===== src/hdl/quadratic_calculator_alu_macros.svh =====
// Assertion helpers for the calculator RTL (used by quadratic_calculator_alu).
`ifndef QUADRATIC_CALCULATOR_ALU_MACROS_SVH
`define QUADRATIC_CALCULATOR_ALU_MACROS_SVH

// Same-cycle implication, checked on every rising edge out of reset.
`define QCA_ASSERT_IMPL(lbl, ante, cons, msg) \
  lbl: assert property (@(posedge clk_i) disable iff (!rst_ni) (ante) |-> (cons)) \
    else $error(msg);

// Next-cycle implication.
`define QCA_ASSERT_NEXT(lbl, ante, cons, msg) \
  lbl: assert property (@(posedge clk_i) disable iff (!rst_ni) (ante) |=> (cons)) \
    else $error(msg);

`endif


===== src/hdl/qca_pkg.sv =====
package qca_pkg;

  localparam int DATA_W   = 32;
  localparam int FRAC_W   = 16;
  localparam int CMD_W    = 3;
  localparam int ST_W     = 3;
  localparam int PROD_W   = 2 * DATA_W;
  // b*b + 4*|a*c| needs three bits over a full product
  localparam int DISC_W   = PROD_W + 3;
  localparam int ROOT_W   = (DISC_W + 1) / 2;
  localparam int SQ_IN_W  = 2 * ROOT_W;
  localparam int SQ_REM_W = ROOT_W + 2;
  // root +/- b, signed
  localparam int DIFF_W   = ROOT_W + 2;
  localparam int MAGN_W   = ROOT_W + 1;
  localparam int NUM_W    = MAGN_W + FRAC_W;
  localparam int DEN_W    = DATA_W + 1;
  localparam int DMAG_W   = DISC_W - FRAC_W;
  localparam int SAT_W    = (NUM_W > DMAG_W) ? NUM_W : DMAG_W;

  localparam logic [DATA_W-1:0] MAX_POS = {1'b0, {(DATA_W-1){1'b1}}};
  localparam logic [DATA_W-1:0] MIN_NEG = {1'b1, {(DATA_W-1){1'b0}}};

  typedef enum logic [CMD_W-1:0] {
    CMD_ADD     = 3'd0,
    CMD_SUB     = 3'd1,
    CMD_DIV     = 3'd2,
    CMD_MUL     = 3'd3,
    CMD_DISC    = 3'd4,
    CMD_ROOTS   = 3'd5,
    CMD_SQRT    = 3'd6,
    CMD_INVALID = 3'd7
  } qca_cmd_e;

  typedef enum logic [ST_W-1:0] {
    ST_OK      = 3'd0,
    ST_DIV0    = 3'd1,
    ST_NEGDISC = 3'd2,
    ST_NEGROOT = 3'd3,
    ST_INVALID = 3'd4,
    ST_SAT     = 3'd5
  } qca_status_e;

  // Per-request context that rides along with the arithmetic
  typedef struct packed {
    qca_cmd_e            cmd;
    qca_status_e         st;
    logic                ovf;
    logic                a_neg;
    logic                b_neg;
    logic [DATA_W-1:0]   a_mag;
    logic [DATA_W-1:0]   b_mag;
    logic [DATA_W-1:0]   b_val;
    logic [DATA_W-1:0]   r_first;
    logic [DATA_W-1:0]   dout;
    logic                neg1;
    logic                neg2;
  } qca_side_t;

  typedef struct packed {
    logic [DATA_W-1:0] val;
    logic              ovf;
  } qca_sat_t;

  // Clamp a sign/magnitude value to the signed output range
  function automatic qca_sat_t qca_sat(input logic neg, input logic [SAT_W-1:0] mag);
    qca_sat_t r;
    r.ovf = 1'b0;
    if (!neg) begin
      if (mag > SAT_W'(MAX_POS)) begin
        r.val = MAX_POS;
        r.ovf = 1'b1;
      end else begin
        r.val = mag[DATA_W-1:0];
      end
    end else begin
      if (mag > SAT_W'(MIN_NEG)) begin
        r.val = MIN_NEG;
        r.ovf = 1'b1;
      end else begin
        r.val = (~mag[DATA_W-1:0]) + DATA_W'(1);
      end
    end
    return r;
  endfunction

endpackage


===== src/hdl/qca_prep.sv =====
module qca_prep (
  input  logic                        clk_i,
  input  logic                        rst_ni,
  input  logic                        en_i,
  input  logic                        valid_i,
  input  qca_pkg::qca_side_t          side_i,
  input  logic [qca_pkg::ROOT_W-1:0]  root_i,
  output logic                        valid_o,
  output qca_pkg::qca_side_t          side_o,
  output logic [qca_pkg::NUM_W-1:0]   num1_o,
  output logic [qca_pkg::NUM_W-1:0]   num2_o,
  output logic [qca_pkg::DEN_W-1:0]   den_o
);

  localparam int DATA_W = qca_pkg::DATA_W;
  localparam int FRAC_W = qca_pkg::FRAC_W;
  localparam int DIFF_W = qca_pkg::DIFF_W;
  localparam int MAGN_W = qca_pkg::MAGN_W;
  localparam int NUM_W  = qca_pkg::NUM_W;
  localparam int DEN_W  = qca_pkg::DEN_W;

  logic                       v0_q, v1_q;
  qca_pkg::qca_side_t         s0_d, s0_q, s1_d, s1_q;
  logic signed [DIFF_W-1:0]   n1_q, n2_q;
  logic [MAGN_W-1:0]          m1, m2;
  logic                       is_div;
  logic [NUM_W-1:0]           num1_d, num1_q, num2_d, num2_q;
  logic [DEN_W-1:0]           den_d, den_q;

  // the sqrt result goes straight out as the answer
  always_comb begin
    s0_d = side_i;
    if (side_i.cmd == qca_pkg::CMD_SQRT) s0_d.r_first = root_i[DATA_W-1:0];
  end

  assign is_div = (s0_q.cmd == qca_pkg::CMD_DIV);
  assign m1     = n1_q[DIFF_W-1] ? MAGN_W'(-n1_q) : MAGN_W'(n1_q);
  assign m2     = n2_q[DIFF_W-1] ? MAGN_W'(-n2_q) : MAGN_W'(n2_q);

  always_comb begin
    s1_d = s0_q;
    if (is_div) begin
      num1_d    = NUM_W'({s0_q.a_mag, {FRAC_W{1'b0}}});
      den_d     = DEN_W'(s0_q.b_mag);
      s1_d.neg1 = s0_q.a_neg ^ s0_q.b_neg;
    end else begin
      num1_d    = {m1, {FRAC_W{1'b0}}};
      den_d     = {s0_q.a_mag, 1'b0};
      s1_d.neg1 = n1_q[DIFF_W-1] ^ s0_q.a_neg;
    end
    num2_d    = {m2, {FRAC_W{1'b0}}};
    s1_d.neg2 = n2_q[DIFF_W-1] ^ s0_q.a_neg;
  end

  always_ff @(posedge clk_i or negedge rst_ni) begin
    if (!rst_ni) begin
      v0_q <= 1'b0;
      v1_q <= 1'b0;
    end else if (en_i) begin
      v0_q <= valid_i;
      v1_q <= v0_q;
    end
  end

  always_ff @(posedge clk_i) begin
    if (en_i) begin
      s0_q   <= s0_d;
      n1_q   <= DIFF_W'(root_i) - DIFF_W'($signed(side_i.b_val));
      n2_q   <= -DIFF_W'(root_i) - DIFF_W'($signed(side_i.b_val));
      s1_q   <= s1_d;
      num1_q <= num1_d;
      num2_q <= num2_d;
      den_q  <= den_d;
    end
  end

  assign valid_o = v1_q;
  assign side_o  = s1_q;
  assign num1_o  = num1_q;
  assign num2_o  = num2_q;
  assign den_o   = den_q;

endmodule


===== config.mk =====
export PLATFORM = sky130hd
export DESIGN_NAME = qca_prep
export DESIGN_NICKNAME = d
export VERILOG_FILES = /design/src/hdl/quadratic_calculator_alu_macros.svh /design/src/hdl/qca_pkg.sv /design/src/hdl/qca_prep.sv
export SDC_FILE = /design/constraint.sdc
export NUM_CORES = 1
export LEC_CHECK = 0
export BUFFER_PORTS_ARGS = -buffer_cell sky130_fd_sc_hd__buf_2
export CORE_ASPECT_RATIO = 1.4
export CORE_MARGIN = 2
export CORE_UTILIZATION = 49
export CTS_CLUSTER_SIZE = 8
export DETAILED_ROUTE_END_ITERATION = 8
export GPL_TIMING_DRIVEN = 0
export MAX_ROUTING_LAYER = met4
export PLACE_DENSITY = 0.85
export RECOVER_POWER = 50
export SLEW_MARGIN = 20
export SYNTH_ARGS = -nofsm -noshare
export SYNTH_HDL_FRONTEND = slang
export SYNTH_SLANG_ARGS = --single-unit

===== constraint.sdc =====
create_clock -name clk_i -period 3.55 [get_ports clk_i]
set_input_delay 0.71 -clock clk_i [delete_from_list [all_inputs] [get_ports clk_i]]
set_output_delay 0.71 -clock clk_i [all_outputs]
set_load 0.005 [all_outputs]

==> summary.md, run 1 <==
| Metric | Value |
|---|---|
| # nets final | `about 2500` |
| Worst Max-Slew Pin Slew | `between 1000 and 1500 ps` |
| Hpwl dp | `~44 mm` |
| Chip Height | `around 260 um` |
| Warnings from Yosys | `0` |
| Global-route wire length before repair | `around 90 mm` |
| Setup CP Type | `primary input to register` |
| Hold Violations, Final | `0` |
| Reg2Reg Depth | `9` |
| Setup crit start kind | `primary input` |
| Root Driver | `clkbuf_16` |
| Routability cong. | `around 0.93` |
| TritonRoute pass-1 iters | `5` |
| Post-synthesis register bit count | `about 520` |
| Worst EP required | `~4000 ps` |
| Post-synth ARST share | `0.388%` |
| Post-synth EDFFs | `roughly 510` |
| CTS tree | `built` |
| DR vias/cell | `around 5.3` |
| Peak VDD IR | `about 0.0004 V` |
| Simple logic cell fraction of the synthesized area | `6.05%` |
| Die W | `about 180 um` |
| Multiplexer area fraction after synthesis | `between 1.5 and 2%` |
| Clk sinks | `approximately 520` |
| Metal3 WL | `around 4.7 mm` |
| Via count | `between 10000 and 15000` |
| Largest net degree at the start of global routing | `118` |
| Crit path capture | `n1_q[34]$_DFFE_PP_` |
| WHS | `approximately 270 ps` |
| Clk_lat worst skew | `~620 ps` |
| Fin crit share | `101%` |
| Initial antenna violation count | `9` |
| Mapped Cells | `~1600` |
| DR top layer | `met4` |
| Max-cap violations | `0` |
| Gr usage total | `25.7%` |
| I/O pin count | `between 500 and 600` |
| Relative slew slack | `26.0%` |
| Port bufs | `between 400 and 500` |
| Total grt overflow | `0` |
| Top cells by count, synth | `edfxtp_1, nand2_1, o21ai_0` |
| Num CTS Buffers | `between 70 and 80` |
| Outcome | `finished with violations` |
| Max Fanout on Critical Path | `4` |
| Share of the synthesized area in the top cell type | `a little under 70%` |
| Initial Utilization | `49.7%` |
| Post-Syn Area | `between 20000 and 25000 um^2` |
| Largest family of logic cells by synthesized area | `compound AO/OA/AOI/OAI gates` |
| Crit. End Element | `register` |
| Core ar. | `between 40000 and 50000 um^2` |
| Largest area contributor in the netlist | `edfxtp_1` |
| Dpl ws | `-1040 ps` |
| H-tree depth | `3` |
| Met2 routed WL | `between 30 and 40 mm` |
| DRC viols | `0` |
| Worst path arrival time | `a little over 4000 ps` |
| Synth Area in Adders | `between 5 and 6%` |
| Worst setup margin | `-21.1 ps` |
| Synth Area in XOR/XNOR | `just over 5%` |
| Setup skew after layout | `~21 ps` |
| Failing checks | `setup timing` |
| Fmax | `approximately 280 MHz` |
| Minimum clock period | `between 3000 and 4000 ps` |
| Worst min path class | `primary input to register` |
| Avg Cell Area, Syn | `about 14 um^2` |
| Clk slew on worst S/H paths | `roughly 50 ps` |
| Detail Route Antenna Nets | `0` |
| Cell Pwr Density | `between 500 and 600 nW/um^2` |
| Worst setup path start | `root_i[0]` |
| Yosys cell types | `64` |
| Reg-to-reg critical path endpoint | `num2_o[45]$_DFFE_PP_` |
| Slew Limit Fails | `0` |
| Area Overhead vs Synth | `24.7%` |
| CTS max path bufs | `3` |
| # setup viols final | `3` |
| DRT Wirelength | `between 60 and 70 mm` |
| Routed WL per cell | `21.8 um` |
| Worst reg2reg setup slack | `about 10 ps` |
| Post-synthesis sequential area ratio | `between 60% and 70%` |
| Most used DFF post-synth | `edfxtp_1` |
| Most frequent cell after synthesis | `edfxtp_1` |
| Leak Pwr | `between 0.01 and 0.015 uW` |
| FP Rows | `92` |
| RR Startpoint | `n2_q[5]$_DFFE_PP_` |
| Die Area | `around 47000 um^2` |
| WL met1 | `between 20 and 25 mm` |
| Synth Area in Compound Gates | `about 8.5%` |
| RSZ-0062 raised after global routing | `yes` |
| Initial DRC count | `between 1000 and 1500` |
| Synth top area cells | `edfxtp_1, ha_1, xnor2_1` |
| Vias in the first global route | `15100` |
| Layout cell share with drive strength beyond 1 | `approximately a quarter` |
-- placed cells by master (no fill, tap or decap), types with 7 or more instances in the layout --
cell / instances
mux2_2: 33
a21oi_1: 65
nand2b_1: 7
a221oi_1: 7
o21ai_0: 111
diode_2: 10
xnor2_1: 79
a31oi_1: 8
buf_4: 38
nor3_1: 8
nand4_1: 11
buf_2: 346
nor2_1: 61
xor2_1: 50
nand2_1: 119
or4_1: 13
nor4_1: 7
edfxtp_1: 514
conb_1: 32
inv_1: 108
o31ai_1: 26
o21a_1: 7
clkbuf_16: 74
clkbuf_1: 177
nand3_1: 13
ha_1: 104
a21o_1: 23
o41ai_1: 10
o21bai_1: 12
nor2b_1: 7
-- worst max-delay path, cell delays in order --
cell	delay [ps]
buf_2	80
inv_1	180
ha_1	290
fa_1	420
o21bai_1	250
a221oi_2	110
o311a_1	380
nor3_4	260
nor2_1	100
o21ai_1	340
a31oi_1	320
or4_1	490
nand3_1	90
-- worst min-delay path by stage --
stage	start	endpoint	slack (ps)	depth (start not counted)
3_5_place_dp	s0_q[167]$_DFFE_PP_	side_o[167]$_DFFE_PP_	400	0
2_1_floorplan	s0_q[10]$_DFFE_PP_	side_o[10]$_DFFE_PP_	400	0
5_1_grt	side_i[164]	s0_q[164]$_DFFE_PP_	250	1
4_1_cts	side_i[107]	s0_q[107]$_DFFE_PP_	230	1
6_report	side_i[164]	s0_q[164]$_DFFE_PP_	270	1
3_3_place_gp	s0_q[97]$_DFFE_PP_	side_o[97]$_DFFE_PP_	400	0
-- state kept, by name, indices dropped and copies added, names as in the netlist --
name / cells
n2_q: 35
v0_q: 1
den_o: 33
n1_q: 36
num1_o: 35
num2_o: 35
s0_q: 169
side_o: 171
valid_o: 1
-- logic make-up after synthesis --
logic type / Yosys count
buf+inv: 177
fa+ha+maj: 106
compound gates: 307
xor+xnor: 131
other cells: 1
flops: 516
mux: 35
simple gates: 281
-- power by group --
group	switching, uW	internal [uW]	total (uW)
clock network	2560	3770	6330
registers	342	7560	7910
logic	1360	891	2250
total	4260	12200	16500
-- per-stage QoR --
step            TNS, ps  instance area (um^2)  instances  utilization (%)  total power, uW
6_report          -36.5                 27900       2790             61.9            16500
5_1_grt            -578                 27900       2789             61.9            17100
4_1_cts           -17.7                 28000       2777             62.0            16600
3_5_place_dp     -11010                 25800       2681             57.2            10200
3_3_place_gp   -2760520                 25700       2677             57.0            10200
2_1_floorplan         0                 22500       1585                -             9030
-- what timing repair did --
item | in CTS | in global routing
hold endpoints to repair | 2 | 0
pin swaps | 7 | 3
setup endpoints to repair | 8 | 18
hold buffers | 1 | 0
resized for setup | 11 | 14
buffers inserted | 3 | 3
-- routing by layer --
layer / vias to the layer above / GRT usage [%]
met5: - / -
met1: 7086 / 26.5
li1: 6891 / -
met2: 730 / 44.5
met4: 0 / 14.9
met3: 173 / 5.93
-- final cells by class --
type	count	area, um^2
timing repair buffer	492	2410
antenna	10	25.0
inverter	108	405
tap	611	764
fill	3419	17200
sequential	516	15500
buffer	69	379
multi-input combinational	892	6410
clock buffer	84	1890
clock inverter	8	173
Power figures use the tool's default switching activity.
==> run 2: changes to the inputs <==
--- a/config.mk
+++ b/config.mk
@@ -15,6 +15,7 @@
 export MAX_ROUTING_LAYER = met4
 export PLACE_DENSITY = 0.85
 export RECOVER_POWER = 50
+export SETUP_SLACK_MARGIN = 0.15
 export SLEW_MARGIN = 20
 export SYNTH_ARGS = -nofsm -noshare
 export SYNTH_HDL_FRONTEND = slang
==> constraint.sdc (replaced) <==
create_clock -name clk_i -period 3.55 [get_ports clk_i]
set_input_delay 0.1775 -clock clk_i [delete_from_list [all_inputs] [get_ports clk_i]]
set_output_delay 0.1775 -clock clk_i [all_outputs]
set_load 0.005 [all_outputs]
==> run 2 against run 1 <==
The flow finishes with violations (capacitance limit, slew limit, setup timing). Fmax shrank 1.7%. Worst hold slack got worse by 240 ps. Largest cell class unchanged. Clock-buffer cell count fell by 3. Core utilization up 4.4 points. Highest routed layer unchanged. Wire length is 12% higher. Total power grew 2.8%. Critical path depth is 3 lower. Setup slack got worse by 63 ps. Final cell count increased by 7.0%.
==> summary.md, run 2 (synthesis results as in run 1) <==
| Metric | Value |
|---|---|
| Outcome | `finished with violations (unchanged)` |
| Failing checks | `capacitance limit, slew limit, setup timing (was setup timing)` |
| Root Driver | `clkbuf_16 (unchanged)` |
| Hold Path Sink | `s0_q[58]$_DFFE_PP_ (was s0_q[164]$_DFFE_PP_)` |
| Max-cap violations | `1 (was 0)` |
| Gr usage total | `29.0% (was 25.7%)` |
| H-tree depth | `3 (unchanged)` |
| Initial DRC count | `1274 (was 1065)` |
| RSZ-0062 raised after global routing | `yes (unchanged)` |
| Worst EP required | `3880 ps (was 4020 ps)` |
| Hpwl dp | `44.6 mm (was 44.3 mm)` |
| Worst min path class | `primary input to register (unchanged)` |
| Minimum clock period | `3630 ps (was 3570 ps)` |
| DRT Wirelength | `68.0 mm (was 60.7 mm)` |
| I/O pin count | `516 (unchanged)` |
| Worst path arrival time | `3970 ps (was 4040 ps)` |
| Max reg flops | `171 (unchanged)` |
| Clk_lat worst skew | `630 ps (was 620 ps)` |
| RR Startpoint | `n2_q[5]$_DFFE_PP_ (unchanged)` |
| Initial antenna violation count | `5 (was 9)` |
| Via count | `16200 (was 14900)` |
| Vias in the first global route | `17100 (was 15100)` |
| Hold Violations, Final | `0 (unchanged)` |
| TritonRoute pass-1 iters | `5 (unchanged)` |
| Layout cell share with drive strength beyond 1 | `21.9% (was 24.7%)` |
| Post-route core utilization | `66.3% (was 61.9%)` |
| Chip Height | `257 um (unchanged)` |
| Routability cong. | `0.890 (was 0.927)` |
| Routed WL per cell | `22.8 um (was 21.8 um)` |
| Relative slew slack | `-70.8% (was 26.0%)` |
| Crit. End Element | `register (unchanged)` |
| Setup crit start kind | `register (was primary input)` |
| Initial Utilization | `49.7% (unchanged)` |
| Max Fanout on Critical Path | `2 (was 4)` |
| DR vias/cell | `5.43 (was 5.33)` |
| Largest net degree at the start of global routing | `116 (was 118)` |
| Reg-to-reg critical path endpoint | `num2_o[45]$_DFFE_PP_ (unchanged)` |
| Port bufs | `481 (unchanged)` |
| Worst setup margin | `-84.3 ps (was -21.1 ps)` |
| Die W | `185 um (unchanged)` |
| Power consumption | `16900 uW (was 16500 uW)` |
| Setup CP Type | `register to register (was primary input to register)` |
| Die Area | `47500 um^2 (unchanged)` |
| # nets final | `2670 (was 2468)` |
| Commonest non-fill, non-tap cell in the layout | `edfxtp_1 (unchanged)` |
| Total grt overflow | `0 (unchanged)` |
| Hold path depth | `3 (was 1)` |
| CTS tree | `built (unchanged)` |
| FP Rows | `92 (unchanged)` |
| Reg2Reg Depth | `10 (was 9)` |
| Fmax | `275 MHz (was 280 MHz)` |
| Area Overhead vs Synth | `33.6% (was 24.7%)` |
| Cell Pwr Density | `566 nW/um^2 (was 590 nW/um^2)` |
| Detail Route Antenna Nets | `0 (unchanged)` |
| Global-route wire length before repair | `99.3 mm (was 87.6 mm)` |
| Clk slew on worst S/H paths | `50 ps (about the same)` |
| Commonest non-fill, non-tap cells in the layout | `edfxtp_1, buf_2, clkbuf_1 (unchanged)` |
| Leak Pwr | `0.0119 uW (was 0.0111 uW)` |
| # setup viols final | `3 (unchanged)` |
| Min-delay src | `root_i[24] (was side_i[164])` |
| Fin crit share | `102% (was 101%)` |
| CTS max path bufs | `3 (unchanged)` |
| Worst Max-Slew Pin Slew | `2560 ps (was 1100 ps)` |
| Clk sinks | `516 (unchanged)` |
| DRC viols | `0 (unchanged)` |
| Setup skew after layout | `35.6 ps (was 20.9 ps)` |
| Core ar. | `45100 um^2 (unchanged)` |
| Peak VDD IR | `0.000457 V (was 0.000403 V)` |
| Setup TNS | `-169 ps (was -36.5 ps)` |
| Num CTS Buffers | `75 (was 74)` |
| Worst reg2reg setup slack | `-80 ps (was 10 ps)` |
| Slew Limit Fails | `98 (was 0)` |
[run 2: worst max-delay path, stage by stage, from the launching register on]
cell,delay [ps]
edfxtp_1,400
or4_4,580
nor2_4,110
nand3_2,100
or4_4,440
or4_4,430
or4_4,440
or3_4,410
buf_6,140
o31ai_4,190
xnor2_2,130
[run 2: how the worst max path moves through the flow]
stage	cells past startpoint	endpoint	slack [ps]	start
after floorplan	9	num2_o[49]$_DFFE_PP_	60	n2_q[3]$_DFFE_PP_
after global placement	2	v0_q$_DFFE_PN0P_	-5180	en_i
after detailed placement	13	n1_q[32]$_DFFE_PP_	-490	root_i[0]
after CTS	10	num2_o[45]$_DFFE_PP_	-80	n2_q[4]$_DFFE_PP_
after global routing	11	num2_o[47]$_DFFE_PP_	-140	n2_q[5]$_DFFE_PP_
final	10	num2_o[45]$_DFFE_PP_	-80	n2_q[5]$_DFFE_PP_
[run 2: routing by layer]
layer  vias to the layer above  wire [um]  track usage (%)
met5                         -          0                -
met4                         0       4530             18.1
met3                       227       5740             7.09
met2                       926      35000             50.0
met1                      7754      22700             29.1
li1                       7285          -                -
[run 2: final cells by class]
cell class                      instances  area (um^2)
Buffer                                 69          380
Timing Repair Buffer                  693         4360
Inverter                              108          405
Clock inverter                          9          209
Multi-Input combinational cell        892         6410
Tap cell                              611          764
Antenna cell                            5         12.5
Sequential cell                       516        15500
Fill cell                            3136        15200
Clock buffer                           81         1910
[run 2: power breakdown]
| group | leakage, uW | switching (uW) | internal, uW |
|---|---|---|---|
| clock network | 0.00102 | 2700 | 3830 |
| logic | 0.00581 | 1420 | 1040 |
| registers | 0.00506 | 383 | 7570 |
| total | 0.0119 | 4500 | 12400 |
[run 2: through the flow]
step           worst slack, ps  area (um^2)  instances  hold slack [ps]
6_report                 -84.3        29900       2984             32.9
5_1_grt                   -143        29900       2984             22.7
2_1_floorplan             56.1        22500       1585             -118
3_5_place_dp              -495        25800       2681            -26.9
4_1_cts                  -77.1        30000       2975             19.7
3_3_place_gp             -5180        25700       2677            -30.8
[run 2: repair_timing]
| action | 4_1_cts | 5_1_grt |
|---|---|---|
| resized for setup | 11 | 20 |
| pin swaps | 11 | 12 |
| endpoints found under the setup margin | 5 | 27 |
| hold buffers | 194 | 0 |
| hold endpoints to repair | 174 | 0 |
| buffers inserted | 10 | 4 |
